[src/smr_pkg.sv]
// ----------------------------------------------------------------------------
// smr_pkg
// Shared widths, operation codes and record types of the summary bin merge
// reduce block.
// ----------------------------------------------------------------------------
package smr_pkg;

  // field widths
  localparam int SEQ_W = 24;
  localparam int CRD_W = 32;
  localparam int CNT_W = 32;
  localparam int VAL_W = 32;
  localparam int SUM_W = 64;
  localparam int SQ_W  = 63;
  localparam int RW_W  = 31;

  // reduction width after reset
  localparam logic [RW_W-1:0] RW_RESET = 31'd40;

  // what the back end does with a queued record
  localparam logic [1:0] OP_OPEN  = 2'd0;  // no bin open, open one from the record
  localparam logic [1:0] OP_FOLD  = 2'd1;  // fold the record into the open bin
  localparam logic [1:0] OP_FLUSH = 2'd2;  // emit the open bin, then open a new one

  // saturation limits
  localparam logic [CNT_W-1:0] CNT_MAX = '1;
  localparam logic [SQ_W-1:0]  SQ_MAX  = '1;
  localparam logic [SUM_W-1:0] SUM_POS_MAX = {1'b0, {(SUM_W-1){1'b1}}};
  localparam logic [SUM_W-1:0] SUM_NEG_MIN = {1'b1, {(SUM_W-1){1'b0}}};

  // one merged bin
  typedef struct packed {
    logic [SEQ_W-1:0]        seq_id;
    logic [CRD_W-1:0]        range_start;
    logic [CRD_W-1:0]        range_end;
    logic [CNT_W-1:0]        count;
    logic signed [VAL_W-1:0] min_v;
    logic signed [VAL_W-1:0] max_v;
    logic signed [SUM_W-1:0] sum;
    logic [SQ_W-1:0]         sumsq;
  } bin_t;

  // classified record as it waits in the queue
  typedef struct packed {
    logic [1:0] op;
    logic       last;
    bin_t       bin;
  } item_t;

endpackage

[src/smr_ifs.sv]
// ----------------------------------------------------------------------------
// smr channel interfaces
// Valid/ready channels for input records, merged results and the
// reduction width register.
// ----------------------------------------------------------------------------
interface smr_in_if;
  import smr_pkg::*;

  logic                    valid;
  logic                    ready;
  logic [SEQ_W-1:0]        seq_id;
  logic [CRD_W-1:0]        range_start;
  logic [CRD_W-1:0]        range_end;
  logic [CNT_W-1:0]        count_in;
  logic signed [VAL_W-1:0] min_in;
  logic signed [VAL_W-1:0] max_in;
  logic signed [SUM_W-1:0] sum_in;
  logic [SQ_W-1:0]         sumsq_in;
  logic                    end_of_list;

  modport source (
    output valid, seq_id, range_start, range_end, count_in, min_in, max_in,
           sum_in, sumsq_in, end_of_list,
    input  ready
  );
  modport sink (
    input  valid, seq_id, range_start, range_end, count_in, min_in, max_in,
           sum_in, sumsq_in, end_of_list,
    output ready
  );
endinterface

interface smr_out_if;
  import smr_pkg::*;

  logic                    valid;
  logic                    ready;
  logic [SEQ_W-1:0]        out_seq_id;
  logic [CRD_W-1:0]        out_start;
  logic [CRD_W-1:0]        out_end;
  logic [CNT_W-1:0]        out_count;
  logic signed [VAL_W-1:0] out_min;
  logic signed [VAL_W-1:0] out_max;
  logic signed [SUM_W-1:0] out_sum;
  logic [SQ_W-1:0]         out_sumsq;
  logic                    final_of_run;

  modport source (
    output valid, out_seq_id, out_start, out_end, out_count, out_min, out_max,
           out_sum, out_sumsq, final_of_run,
    input  ready
  );
  modport sink (
    input  valid, out_seq_id, out_start, out_end, out_count, out_min, out_max,
           out_sum, out_sumsq, final_of_run,
    output ready
  );
endinterface

interface smr_cfg_if;
  import smr_pkg::*;

  logic            valid;
  logic            ready;
  logic [RW_W-1:0] reduction_width;

  modport source (output valid, reduction_width, input ready);
  modport sink (input valid, reduction_width, output ready);
endinterface

[src/smr_front.sv]
// ----------------------------------------------------------------------------
// smr_front
// Accepts input beats, holds the reduction width and a shadow of the open
// bin key, and classifies each record as open, fold or flush.
// ----------------------------------------------------------------------------
module smr_front (
  input  logic           clk,
  input  logic           rst_n,
  smr_in_if.sink         in_bus,
  smr_cfg_if.sink        cfg_bus,
  input  logic           q_full,
  output logic           push,
  output smr_pkg::item_t push_item
);
  import smr_pkg::*;

  logic [RW_W-1:0]  rw_r;
  logic             open_valid_r, open_valid_nxt;
  logic [SEQ_W-1:0] open_seq_r, open_seq_nxt;
  logic [CRD_W-1:0] open_start_r, open_start_nxt;
  logic [CRD_W:0]   bound;
  logic             beyond;
  logic [1:0]       op;

  // register write port never stalls
  assign cfg_bus.ready = 1'b1;

  always_ff @(posedge clk) begin
    if (!rst_n) begin
      rw_r <= RW_RESET;
    end else if (cfg_bus.valid) begin
      rw_r <= cfg_bus.reduction_width;
    end
  end

  // bin bound, one bit wider so it never wraps
  assign bound  = {1'b0, open_start_r} + {{(CRD_W+1-RW_W){1'b0}}, rw_r};
  assign beyond = {1'b0, in_bus.range_end} > bound;

  // classify the record against the open bin key
  always_comb begin
    if (!open_valid_r) begin
      op = OP_OPEN;
    end else if (in_bus.seq_id != open_seq_r || beyond) begin
      op = OP_FLUSH;
    end else begin
      op = OP_FOLD;
    end
  end

  assign in_bus.ready = !q_full;
  assign push         = in_bus.valid && !q_full;

  always_comb begin
    push_item.op              = op;
    push_item.last            = in_bus.end_of_list;
    push_item.bin.seq_id      = in_bus.seq_id;
    push_item.bin.range_start = in_bus.range_start;
    push_item.bin.range_end   = in_bus.range_end;
    push_item.bin.count       = in_bus.count_in;
    push_item.bin.min_v       = in_bus.min_in;
    push_item.bin.max_v       = in_bus.max_in;
    push_item.bin.sum         = in_bus.sum_in;
    push_item.bin.sumsq       = in_bus.sumsq_in;
  end

  // shadow key follows what the back end will hold
  always_comb begin
    open_valid_nxt = open_valid_r;
    open_seq_nxt   = open_seq_r;
    open_start_nxt = open_start_r;
    if (push) begin
      if (in_bus.end_of_list) begin
        open_valid_nxt = 1'b0;
      end else if (op != OP_FOLD) begin
        open_valid_nxt = 1'b1;
        open_seq_nxt   = in_bus.seq_id;
        open_start_nxt = in_bus.range_start;
      end
    end
  end

  always_ff @(posedge clk) begin
    if (!rst_n) begin
      open_valid_r <= 1'b0;
      open_seq_r   <= '0;
      open_start_r <= '0;
    end else begin
      open_valid_r <= open_valid_nxt;
      open_seq_r   <= open_seq_nxt;
      open_start_r <= open_start_nxt;
    end
  end

endmodule

[src/smr_queue.sv]
// ----------------------------------------------------------------------------
// smr_queue
// Short register queue of classified records between front and back end.
// ----------------------------------------------------------------------------
module smr_queue #(
  parameter int DEPTH = 2
) (
  input  logic           clk,
  input  logic           rst_n,
  input  logic           push,
  input  smr_pkg::item_t push_item,
  input  logic           pop,
  output logic           full,
  output logic           head_valid,
  output smr_pkg::item_t head_item
);
  import smr_pkg::*;

  localparam int PW = (DEPTH > 1) ? $clog2(DEPTH) : 1;
  localparam int CW = $clog2(DEPTH + 1);

  item_t         slot_r [DEPTH];
  logic [PW-1:0] wr_ptr_r, wr_ptr_nxt;
  logic [PW-1:0] rd_ptr_r, rd_ptr_nxt;
  logic [CW-1:0] cnt_r, cnt_nxt;

  assign full       = (cnt_r == CW'(DEPTH));
  assign head_valid = (cnt_r != '0);
  assign head_item  = slot_r[rd_ptr_r];

  // pointer and fill count update
  always_comb begin
    wr_ptr_nxt = wr_ptr_r;
    rd_ptr_nxt = rd_ptr_r;
    cnt_nxt    = cnt_r;
    if (push) begin
      wr_ptr_nxt = (wr_ptr_r == PW'(DEPTH - 1)) ? '0 : wr_ptr_r + 1'b1;
    end
    if (pop) begin
      rd_ptr_nxt = (rd_ptr_r == PW'(DEPTH - 1)) ? '0 : rd_ptr_r + 1'b1;
    end
    case ({push, pop})
      2'b10:   cnt_nxt = cnt_r + 1'b1;
      2'b01:   cnt_nxt = cnt_r - 1'b1;
      default: cnt_nxt = cnt_r;
    endcase
  end

  always_ff @(posedge clk) begin
    if (!rst_n) begin
      wr_ptr_r <= '0;
      rd_ptr_r <= '0;
      cnt_r    <= '0;
    end else begin
      wr_ptr_r <= wr_ptr_nxt;
      rd_ptr_r <= rd_ptr_nxt;
      cnt_r    <= cnt_nxt;
    end
  end

  // slot storage
  always_ff @(posedge clk) begin
    if (push) begin
      slot_r[wr_ptr_r] <= push_item;
    end
  end

endmodule

[src/smr_back.sv]
// ----------------------------------------------------------------------------
// smr_back
// Holds the open bin, folds or replaces it per queued record, and drives
// merged results through an output register.
// ----------------------------------------------------------------------------
module smr_back (
  input  logic           clk,
  input  logic           rst_n,
  input  logic           head_valid,
  input  smr_pkg::item_t head_item,
  output logic           pop,
  smr_out_if.source      out_bus
);
  import smr_pkg::*;

  bin_t             open_r;
  logic             phase_r, phase_nxt;
  logic             out_valid_r, out_valid_nxt;
  bin_t             out_bin_r;
  logic             out_fin_r;

  logic [1:0]       op_eff;
  logic             needs_out;
  logic             can_load;
  logic             go;
  bin_t             fold_bin;
  bin_t             next_bin;
  logic [CNT_W:0]   cnt_sum;
  logic [SQ_W:0]    sq_sum;
  logic [SUM_W-1:0] sum_raw;
  logic             sum_ovf;

  // second beat of a flush on the last record emits the freshly opened bin
  assign op_eff    = phase_r ? OP_OPEN : head_item.op;
  assign needs_out = head_item.last || (op_eff == OP_FLUSH);
  assign can_load  = !out_valid_r || out_bus.ready;
  assign go        = head_valid && (!needs_out || can_load);
  assign pop       = go && !((op_eff == OP_FLUSH) && head_item.last);

  // saturating fold of the record into the open bin
  assign cnt_sum = {1'b0, open_r.count} + {1'b0, head_item.bin.count};
  assign sq_sum  = {1'b0, open_r.sumsq} + {1'b0, head_item.bin.sumsq};
  assign sum_raw = open_r.sum + head_item.bin.sum;
  assign sum_ovf = (open_r.sum[SUM_W-1] == head_item.bin.sum[SUM_W-1]) &&
                   (sum_raw[SUM_W-1] != open_r.sum[SUM_W-1]);

  always_comb begin
    fold_bin           = open_r;
    fold_bin.range_end = head_item.bin.range_end;
    fold_bin.count     = cnt_sum[CNT_W] ? CNT_MAX : cnt_sum[CNT_W-1:0];
    fold_bin.sumsq     = sq_sum[SQ_W] ? SQ_MAX : sq_sum[SQ_W-1:0];
    if (sum_ovf) begin
      fold_bin.sum = open_r.sum[SUM_W-1] ? SUM_NEG_MIN : SUM_POS_MAX;
    end else begin
      fold_bin.sum = sum_raw;
    end
    if ($signed(head_item.bin.min_v) < $signed(open_r.min_v)) begin
      fold_bin.min_v = head_item.bin.min_v;
    end
    if ($signed(head_item.bin.max_v) > $signed(open_r.max_v)) begin
      fold_bin.max_v = head_item.bin.max_v;
    end
  end

  assign next_bin = (op_eff == OP_FOLD) ? fold_bin : head_item.bin;

  // open bin and flush phase
  always_comb begin
    phase_nxt = phase_r;
    if (go) begin
      phase_nxt = (op_eff == OP_FLUSH) && head_item.last;
    end
  end

  always_ff @(posedge clk) begin
    if (!rst_n) begin
      phase_r <= 1'b0;
      open_r  <= '0;
    end else begin
      phase_r <= phase_nxt;
      if (go) begin
        open_r <= next_bin;
      end
    end
  end

  // output register
  always_comb begin
    out_valid_nxt = out_valid_r;
    if (can_load) begin
      out_valid_nxt = go && needs_out;
    end
  end

  always_ff @(posedge clk) begin
    if (!rst_n) begin
      out_valid_r <= 1'b0;
    end else begin
      out_valid_r <= out_valid_nxt;
    end
  end

  always_ff @(posedge clk) begin
    if (can_load && go && needs_out) begin
      if (op_eff == OP_FLUSH) begin
        out_bin_r <= open_r;
        out_fin_r <= !head_item.last;
      end else begin
        out_bin_r <= next_bin;
        out_fin_r <= 1'b1;
      end
    end
  end

  assign out_bus.valid        = out_valid_r;
  assign out_bus.out_seq_id   = out_bin_r.seq_id;
  assign out_bus.out_start    = out_bin_r.range_start;
  assign out_bus.out_end      = out_bin_r.range_end;
  assign out_bus.out_count    = out_bin_r.count;
  assign out_bus.out_min      = out_bin_r.min_v;
  assign out_bus.out_max      = out_bin_r.max_v;
  assign out_bus.out_sum      = out_bin_r.sum;
  assign out_bus.out_sumsq    = out_bin_r.sumsq;
  assign out_bus.final_of_run = out_fin_r;

endmodule

[src/summary_bin_merge_reduce_top.sv]
// Path: an accepted record is written into a queue slot, and the back end then
//   loads its result into the output register, which drives the output.
// Throughput: one record per cycle unless the queue fills or the output stalls;
//   a record that yields two results holds the back end, one output register load per result.
// Reset: reduction width 40, no open bin, queue and output register empty.
// ----------------------------------------------------------------------------
// summary_bin_merge_reduce_top
// Merges a sorted stream of summary records into bins of the configured
// width, with a classifying front end and a merging back end split by a queue.
// ----------------------------------------------------------------------------
module summary_bin_merge_reduce_top #(
  parameter int QUEUE_DEPTH = 2
) (
  input  logic      clk,
  input  logic      rst_n,
  smr_in_if.sink    in_bus,
  smr_cfg_if.sink   cfg_bus,
  smr_out_if.source out_bus
);
  import smr_pkg::*;

  logic  push;
  item_t push_item;
  logic  q_full;
  logic  head_valid;
  item_t head_item;
  logic  pop;

  // accept and classify
  smr_front u_front (
    .clk       (clk),
    .rst_n     (rst_n),
    .in_bus    (in_bus),
    .cfg_bus   (cfg_bus),
    .q_full    (q_full),
    .push      (push),
    .push_item (push_item)
  );

  // decoupling queue
  smr_queue #(
    .DEPTH (QUEUE_DEPTH)
  ) u_queue (
    .clk        (clk),
    .rst_n      (rst_n),
    .push       (push),
    .push_item  (push_item),
    .pop        (pop),
    .full       (q_full),
    .head_valid (head_valid),
    .head_item  (head_item)
  );

  // merge and emit
  smr_back u_back (
    .clk        (clk),
    .rst_n      (rst_n),
    .head_valid (head_valid),
    .head_item  (head_item),
    .pop        (pop),
    .out_bus    (out_bus)
  );

endmodule

[src/flat_wrapper.sv]
// flat-port wrapper written by rule: the top's interface ports become plain ports
module summary_bin_merge_reduce_top_flat import smr_pkg::*;
#(
  parameter int QUEUE_DEPTH = 2
)
  (clk, rst_n, in_bus_valid, in_bus_seq_id, in_bus_range_start, in_bus_range_end, in_bus_count_in, in_bus_min_in, in_bus_max_in, in_bus_sum_in, in_bus_sumsq_in, in_bus_end_of_list, in_bus_ready, cfg_bus_valid, cfg_bus_reduction_width, cfg_bus_ready, out_bus_valid, out_bus_out_seq_id, out_bus_out_start, out_bus_out_end, out_bus_out_count, out_bus_out_min, out_bus_out_max, out_bus_out_sum, out_bus_out_sumsq, out_bus_final_of_run, out_bus_ready);
  smr_in_if in_bus_i ();
  smr_cfg_if cfg_bus_i ();
  smr_out_if out_bus_i ();
  input  logic clk;
  input  logic rst_n;
  input wire logic [$bits(in_bus_i.valid)-1:0] in_bus_valid;
  input wire logic [$bits(in_bus_i.seq_id)-1:0] in_bus_seq_id;
  input wire logic [$bits(in_bus_i.range_start)-1:0] in_bus_range_start;
  input wire logic [$bits(in_bus_i.range_end)-1:0] in_bus_range_end;
  input wire logic [$bits(in_bus_i.count_in)-1:0] in_bus_count_in;
  input wire logic [$bits(in_bus_i.min_in)-1:0] in_bus_min_in;
  input wire logic [$bits(in_bus_i.max_in)-1:0] in_bus_max_in;
  input wire logic [$bits(in_bus_i.sum_in)-1:0] in_bus_sum_in;
  input wire logic [$bits(in_bus_i.sumsq_in)-1:0] in_bus_sumsq_in;
  input wire logic [$bits(in_bus_i.end_of_list)-1:0] in_bus_end_of_list;
  output wire logic [$bits(in_bus_i.ready)-1:0] in_bus_ready;
  input wire logic [$bits(cfg_bus_i.valid)-1:0] cfg_bus_valid;
  input wire logic [$bits(cfg_bus_i.reduction_width)-1:0] cfg_bus_reduction_width;
  output wire logic [$bits(cfg_bus_i.ready)-1:0] cfg_bus_ready;
  output wire logic [$bits(out_bus_i.valid)-1:0] out_bus_valid;
  output wire logic [$bits(out_bus_i.out_seq_id)-1:0] out_bus_out_seq_id;
  output wire logic [$bits(out_bus_i.out_start)-1:0] out_bus_out_start;
  output wire logic [$bits(out_bus_i.out_end)-1:0] out_bus_out_end;
  output wire logic [$bits(out_bus_i.out_count)-1:0] out_bus_out_count;
  output wire logic [$bits(out_bus_i.out_min)-1:0] out_bus_out_min;
  output wire logic [$bits(out_bus_i.out_max)-1:0] out_bus_out_max;
  output wire logic [$bits(out_bus_i.out_sum)-1:0] out_bus_out_sum;
  output wire logic [$bits(out_bus_i.out_sumsq)-1:0] out_bus_out_sumsq;
  output wire logic [$bits(out_bus_i.final_of_run)-1:0] out_bus_final_of_run;
  input wire logic [$bits(out_bus_i.ready)-1:0] out_bus_ready;
  assign in_bus_i.valid = in_bus_valid;
  assign in_bus_i.seq_id = in_bus_seq_id;
  assign in_bus_i.range_start = in_bus_range_start;
  assign in_bus_i.range_end = in_bus_range_end;
  assign in_bus_i.count_in = in_bus_count_in;
  assign in_bus_i.min_in = in_bus_min_in;
  assign in_bus_i.max_in = in_bus_max_in;
  assign in_bus_i.sum_in = in_bus_sum_in;
  assign in_bus_i.sumsq_in = in_bus_sumsq_in;
  assign in_bus_i.end_of_list = in_bus_end_of_list;
  assign in_bus_ready = in_bus_i.ready;
  assign cfg_bus_i.valid = cfg_bus_valid;
  assign cfg_bus_i.reduction_width = cfg_bus_reduction_width;
  assign cfg_bus_ready = cfg_bus_i.ready;
  assign out_bus_valid = out_bus_i.valid;
  assign out_bus_out_seq_id = out_bus_i.out_seq_id;
  assign out_bus_out_start = out_bus_i.out_start;
  assign out_bus_out_end = out_bus_i.out_end;
  assign out_bus_out_count = out_bus_i.out_count;
  assign out_bus_out_min = out_bus_i.out_min;
  assign out_bus_out_max = out_bus_i.out_max;
  assign out_bus_out_sum = out_bus_i.out_sum;
  assign out_bus_out_sumsq = out_bus_i.out_sumsq;
  assign out_bus_final_of_run = out_bus_i.final_of_run;
  assign out_bus_i.ready = out_bus_ready;
  summary_bin_merge_reduce_top #(.QUEUE_DEPTH(QUEUE_DEPTH)) u_core (.clk(clk), .rst_n(rst_n), .in_bus(in_bus_i), .cfg_bus(cfg_bus_i), .out_bus(out_bus_i));
endmodule
[config.mk]
export PLATFORM = sky130hd
export DESIGN_NAME = summary_bin_merge_reduce_top_flat
export DESIGN_NICKNAME = d
export VERILOG_FILES = /design/src/smr_pkg.sv /design/src/smr_ifs.sv /design/src/smr_front.sv /design/src/smr_queue.sv /design/src/smr_back.sv /design/src/summary_bin_merge_reduce_top.sv /design/src/flat_wrapper.sv
export SDC_FILE = /design/constraint.sdc
export NUM_CORES = 2
export LEC_CHECK = 0
export ABC_AREA = 0
export BUFFER_PORTS_ARGS = -buffer_cell sky130_fd_sc_hd__buf_2
export CAP_MARGIN = 20
export CORE_MARGIN = 2
export CORE_UTILIZATION = 30
export DETAILED_ROUTE_END_ITERATION = 6
export PLACE_DENSITY = 0.48
export SLEW_MARGIN = 20
export SYNTH_ARGS = -nofsm -noshare
export SYNTH_HDL_FRONTEND = slang
export SYNTH_SLANG_ARGS = --single-unit
[constraint.sdc]
create_clock -name clk -period 25.4 [get_ports clk]
set_input_delay 5.08 -clock clk [delete_from_list [all_inputs] [get_ports clk]]
set_output_delay 5.08 -clock clk [all_outputs]
set_load 0.01 [all_outputs]
After elaboration in Yosys (flattened, before gate mapping)
Memory sizes are Yosys's and may differ from the RTL's. A register that Yosys moved wholly into a read port is not among the register bits.
Cells that the tools add are included.
{"block": "word_totals", "word_cells": 90, "latch_bits": 0, "input_bits": 348, "regBits": 717, "mem_count": 1, "output_inout_bits": 315, "ram_bits": 628, "romBits": 0}
{"block": "classes", "n_eq_ne": 9, "bitwise_logic": 1, "addsub": 8, "div_mod_pow": 0, "multipliers": 0, "shifts": 0, "magnitude_cmp": 3, "reduce_logical": 22, "muxes": 20}
{"name": "u_core.u_queue.slot_r", "words": 2, "word_bits": 314, "read_ports": 1, "rd_ports_with_merged_regs": 1, "write_ports": 1, "line": "smr_queue.sv:22", "source": "item_t slot_r [DEPTH];"}
{"operator": "$mux 311", "n": 2}
{"operator": "$mux 64", "n": 2}
{"operator": "$mux 32", "n": 3}
{"operator": "$add 63x63->64", "n": 1}
{"operator": "$add 64x64->64", "n": 1}
{"operator": "$mux 63", "n": 1}
{"operator": "$add 32x31->33", "n": 1}
{"operator": "$add 32x32->33", "n": 1}
{"operator": "$gt 32x33->1", "n": 1}
{"operator": "$gt 32x32->1", "n": 1}
{"operator": "$lt 32x32->1", "n": 1}
{"operator": "$ne 24x24->1", "n": 1}
{"operator": "$logic_and 1x1->1", "n": 8}
{"operator": "$mux 1", "n": 8}
{"operator": "$eq 2x2->1 const B", "n": 3}
{"operator": "$mux 2", "n": 3}
{"operator": "$reduce_bool 2->1", "n": 3}
{"operator": "$logic_not 1->1", "n": 5}
{"operator": "$eq 2x1->1 const B", "n": 2}
{"operator": "$logic_or 1x1->1", "n": 4}
{"operator": "$pmux 2 s2", "n": 1}
{"operator": "$reduce_and 3->1", "n": 1}
{"operator": "$add 1x1->1 const B", "n": 2}
{"operator": "$add 2x1->2 const B", "n": 1}
{"operator": "6 further kinds", "n": 6}

Longest topological paths before layout
{"block": "logic_depth", "depth_word": 9, "depth_mapped": 25, "ltp_nobuf": 23}

Modules after synthesis
A second synthesis with hierarchy kept.
{"block": "unflattened", "cells_unflattened": 6252, "area_unflattened_um2": 68588.3}
{"mod": "smr_back", "cells_per_inst": 4225, "seq_area_each_um2": 15635.0, "area_per_inst_um2": 36238.5, "n_inst": 1}
{"mod": "smr_queue", "cells_per_inst": 999, "seq_area_each_um2": 18958.2, "area_per_inst_um2": 23949.2, "n_inst": 1}
{"mod": "smr_front", "cells_per_inst": 1028, "seq_area_each_um2": 1761.7, "area_per_inst_um2": 8400.6, "n_inst": 1}

Worst setup path after synthesis
No wires, ideal clock.
{"block": "synth_path", "path_kind": "in2reg", "startpoint": "input out_bus_ready", "endpoint": "register u_core.u_back.out_fin_r, in the netlist u_core.u_back.out_bus.final_of_run, enable pin", "setup_slack_ns": 5.461, "setup_time_ns": 0.993, "arrival_ns": 18.946, "path_stages": 6, "required_time_ns": 24.407, "n_path_buf": 3, "cell_sequence": "nand2b_1 > o22ai_1 > clkbuf_1 > clkbuf_1 > clkbuf_1 > nor2_1"}
{"block": "synth_via", "elab_chain_len": 5}
{"element": "from (decl)", "line": "flat_wrapper.sv:36", "source": "input wire logic [$bits(out_bus_i.ready)-1:0] out_bus_ready;"}
{"element": "$logic_or 1x1->1 (*)", "line": "smr_back.sv:36", "source": "assign can_load = !out_valid_r || out_bus.ready;"}
{"element": "$logic_or 1x1->1", "line": "smr_back.sv:37", "source": "assign go = head_valid && (!needs_out || can_load);"}
{"element": "$logic_and 1x1->1", "line": "smr_back.sv:37"}
{"element": "$logic_and 1x1->1 (*) (2 in series)", "line": "smr_back.sv:104", "source": "if (can_load && go && needs_out) begin"}
{"element": "to (signal assigned)", "line": "smr_back.sv:107", "source": "out_fin_r <= !head_item.last;"}
{"element": "to (decl)", "line": "smr_back.sv:20", "source": "logic out_fin_r;"}
Mark *: on every way between the ends. The rest lies on a longest branch, timed or not.
A chain may end at the register's enable or synchronous reset.

==> run_results.csv <==
group,metric,value,unit
critical_path,crit_chain,"buf_2 > ha_1 > a21o_1 > a21o_1 > a21oi_1 > o21ai_0 > a221oi_1 > a211oi_1 > or3_1 > a21oi_1 > nor3_2 > buf_4 > nand3_1 > o21ai_0",
synthesis,synth-edff-count,940,
clock_tree,h-tree-depth,4,
grt,grt.total_usage,0.1818,
min_path,min_path_type,"reg2reg",
grt,met1_usage,0.2368,
timing,relSlewSlack,0.2538,
critical_path,path_class,"in2reg",
critical_path,cp_num_buf_inv,2,
timing,fin_ws,17420,ps
timing,rsz0062_at_grt,"no",
placement,gp_congestion,0.8655,
synthesis,syn_area,64540,µm²
floorplan,die_h,467.8,µm
flow_run,maxCapViolations,0,
detailed_routing,ant_nets,0,
clock_tree,clockBufferDepth,3,
grt,use_met2,0.2894,
timing,skew,44.02,ps
floorplan,rows,170,
critical_path,cp_max_fo,112,
timing,setup-tns-final,0,ps
power_and_ir_drop,power_frac_seq,0.335,
clock_tree,tritoncts,"done",
critical_path,critical-path-top-delay-family,"compound AO/OA/AOI/OAI gates",
timing,clock.fmax,125.3,MHz
synthesis,synthFlopType,"edfxtp_1",
synthesis,ys_async_sr_fraction,0,
critical_path,cp.depth,14,
synthesis,synthCells,5828,
critical_path,crit_start,"in_bus_range_end[14]",
synthesis,yosys-top-cells-area,"edfxtp_1, dfxtp_1, ha_1, o21ai_0, mux2_2",
placement,pre_cts_ws,16690,ps
power_and_ir_drop,swShare,0.4092,
finish,final_net_count,6995,
finish,layout-drive-gt1-share,0.1865,
floorplan,initial_core_util,0.3013,
synthesis,synth_seq_cells,1346,
clock_tree,hold_buffers,0,
floorplan,io_pins,663,
floorplan,die_x,467.8,µm
grt,met3_usage,0.04553,
timing,finalCritPeriodShare,0.3142,
clock_tree,postCtsSetupRepairBufs,0,
clock_tree,cts-root-buf,"clkbuf_16",
clock_tree,clkLatencyLatePin,830,ps
grt,grt_pass1_wl,300500,µm
grt,grt-busiest-layer,"met2",
placement,hpwl,143000,µm
critical_path,critPathSlowestCell,"a221oi_1",
floorplan,core-area,214200,µm²
detailed_routing,routed_wl,206200,µm
clock_tree,cts_made_buffers,158,
clock_tree,clock_sinks,1346,
timing,timing.final.max_slew_violations,0,
power_and_ir_drop,leakage,28.67,nW
floorplan,die_area,218900,µm²
detailed_routing,via_count,47460,
critical_path,rr_endpoint,"u_core.u_back.out_bus.out_sumsq[37]",
outcome,status,"completed",
critical_path,endpoint,"u_core.u_front.open_start_r[0]",
timing,hold_viol,0,
detailed_routing,via_per_inst,5.069,
timing,final-setup-viol-count,0,
power_and_ir_drop,combPwrFrac,0.446,
timing,tightest_slew,1119,ps
power_and_ir_drop,p_int,0.006067,W
finish,syn_to_final_growth,17.55,%
detailed_routing,wire_per_inst,22.02,µm
critical_path,critPathCaptureType,"flop",
critical_path,cp-start-kind,"primary input",
grt,grt_remaining_overflow,0,
synthesis,ys_warn_count,0,
synthesis,syn_area_per_cell,11.07,µm²
synthesis,yosys.area.top_type,"edfxtp_1",
detailed_routing,drt_iter0_markers,3411,
placement,portBuffers,661,
power_and_ir_drop,power-per-cell-area,135.4,nW/µm²
synthesis,seq_area_frac_synth,0.5633,
min_path,worstHoldPathCells,2,
timing,fin_crit,7982,ps
grt,antenna_found_initial,98,
finish,fillers,21230,
grt,first_global_vias,45937,
synthesis,yosysUniqueCellTypes,88,
synthesis,syn-num-nets,6465,
grt,grt_max_degree,149,
critical_path,slowest_delay,720,ps
power_and_ir_drop,power.net_switching,0.004202,W
detailed_routing,drc,0,
critical_path,crit_arrival,8620,ps
synthesis,synth_top_area_frac,0.4374,
detailed_routing,drt_pre_antenna_iters,5,
critical_path,required,26030,ps
power_and_ir_drop,clockPowerShare,0.220,
clock_tree,path_clk_slew,60,ps
clock_tree,post_cts_resized,0,
critical_path,rr_worst_depth,16,
critical_path,rrSetupSlack,18480,ps
power_and_ir_drop,vdd_drop_max,0.09116,mV
[Yosys cell counts, types with 42 or more instances]
| cell type | n |
|---|---|
| a211oi_1 | 117 |
| a21o_1 | 152 |
| a21oi_1 | 359 |
| a221oi_1 | 50 |
| buf_1 | 46 |
| clkbuf_1 | 280 |
| dfxtp_1 | 406 |
| edfxtp_1 | 940 |
| ha_1 | 285 |
| inv_1 | 143 |
| mux2_2 | 198 |
| mux2i_1 | 183 |
| nand2_1 | 545 |
| nand2b_1 | 42 |
| nand3_1 | 210 |
| nand4_1 | 67 |
| nor2_1 | 469 |
| nor3_1 | 60 |
| o21a_1 | 70 |
| o21ai_0 | 492 |
| o22ai_1 | 55 |
| xnor2_1 | 121 |
| xor2_1 | 64 |
[logic make-up (layout without fill, tap and decap cells)]
logic type | Yosys count | after routing | synth area share
other | 1 | 33 | 0.00005811
AOI/OAI and AO/OA | 1592 | 1592 | 0.1568
DFF | 1346 | 1346 | 0.5633
buffers and inverters | 494 | 1158 | 0.02964
and+or+nand+nor | 1539 | 1539 | 0.1055
xor gates and xnor gates | 185 | 185 | 0.02511
muxes | 382 | 382 | 0.06314
adders and majority gates | 289 | 289 | 0.05649
[sequential cells by signal (all words and copies together) (netlist names), named ones only]
name	flops
u_core.u_back.fold_bin	56
u_core.u_back.open_r	255
u_core.u_back.out_bus.final_of_run	1
u_core.u_back.out_bus.out_count	32
u_core.u_back.out_bus.out_end	32
u_core.u_back.out_bus.out_max	32
u_core.u_back.out_bus.out_min	32
u_core.u_back.out_bus.out_seq_id	24
u_core.u_back.out_bus.out_start	32
u_core.u_back.out_bus.out_sum	64
u_core.u_back.out_bus.out_sumsq	63
u_core.u_back.out_bus.valid	1
u_core.u_back.phase_r	1
u_core.u_front.open_seq_r	24
u_core.u_front.open_start_r	32
u_core.u_front.open_valid_r	1
u_core.u_front.rw_r	31
u_core.u_queue.cnt_r	2
u_core.u_queue.rd_ptr_r	1
u_core.u_queue.slot_r	628
u_core.u_queue.wr_ptr_r	1
[layer usage]
metal	vias up	share of wire	routed length (µm)
li1	22758	-	-
met1	23038	0.44	90850
met2	1237	0.46	94490
met3	367	0.065	13320
met4	60	0.035	7134
met5	-	0.0018	375
[power by group through the flow]
stage          Combinational, W  Clock, W  Sequential (W)
5_1_grt                 0.00510   0.00241         0.00349
2_1_floorplan           0.00310         0         0.00367
6_report                0.00458   0.00225         0.00344
3_5_place_dp            0.00460         0         0.00348
3_3_place_gp            0.00456         0         0.00347
4_1_cts                 0.00462   0.00233         0.00344
[worst min-delay path by stage]
stage / slack, ps / start / endpoint
after floorplan: 440 / u_core.u_front.open_start_r[0] / u_core.u_front.open_start_r[0]
after global placement: 450 / u_core.u_front.open_start_r[29] / u_core.u_front.open_start_r[29]
after detailed placement: 460 / u_core.u_front.open_start_r[16] / u_core.u_front.open_start_r[16]
after CTS: 460 / u_core.u_front.open_start_r[16] / u_core.u_front.open_start_r[16]
after global routing: 480 / u_core.u_front.open_start_r[16] / u_core.u_front.open_start_r[16]
final: 460 / u_core.u_front.open_start_r[16] / u_core.u_front.open_start_r[16]
[worst min-delay path: cells and delay by family (launching register included)]
kind / cells / cell delay [ps]
AOI/OAI and AO/OA: 1 / 60
and+or+nand+nor: 1 / 50
DFF: 1 / 310
[final cells by class]
type | count | area (µm²) | area share
clock buffers | 214 | 4315 | 0.05688
inverters | 143 | 544.3 | 0.007174
multi-input cells | 3988 | 26400 | 0.3480
flip-flops and latches | 1346 | 36360 | 0.4792
diodes | 32 | 80.08 | 0.001055
clock inverters | 80 | 783.3 | 0.01032
repair buffers | 721 | 3831 | 0.05050
well taps | 2838 | 3551 | 0.04680
[layout by cell type (no fill, tap or decap), types with 31 or more instances in the layout]
cell         n
nor3_1      59
nand3_1    209
o22ai_1     54
diode_2     32
o21a_1      70
mux2i_1    183
o21bai_1    36
clkbuf_16  159
ha_1       285
a221oi_1    50
buf_4       56
nand2b_1    42
dfxtp_1    405
a211oi_1   117
o21ai_0    492
xor2_1      64
buf_2      659
nor2_1     466
a21oi_1    358
edfxtp_1   940
nand4_1     67
or3_1       31
nand2_1    544
inv_1      142
clkbuf_1    42
mux2_2     198
a21o_1     150
xnor2_1    121
[metrics by stage]
step	cells	utilization	power, W	hold WS [ps]	cell area, µm²
after detailed placement	9035	0.3298	0.008076	456.9	70640
after global routing	9354	0.3541	0.01101	483.2	75850
final	9362	0.3542	0.01027	461.4	75870
after CTS	9329	0.3536	0.01039	464.7	75740
after floorplan	5828	-	0.006771	439.7	64540
after global placement	9035	0.3298	0.008024	450.6	70640
Note: power is estimated with default switching activity, not from simulation.
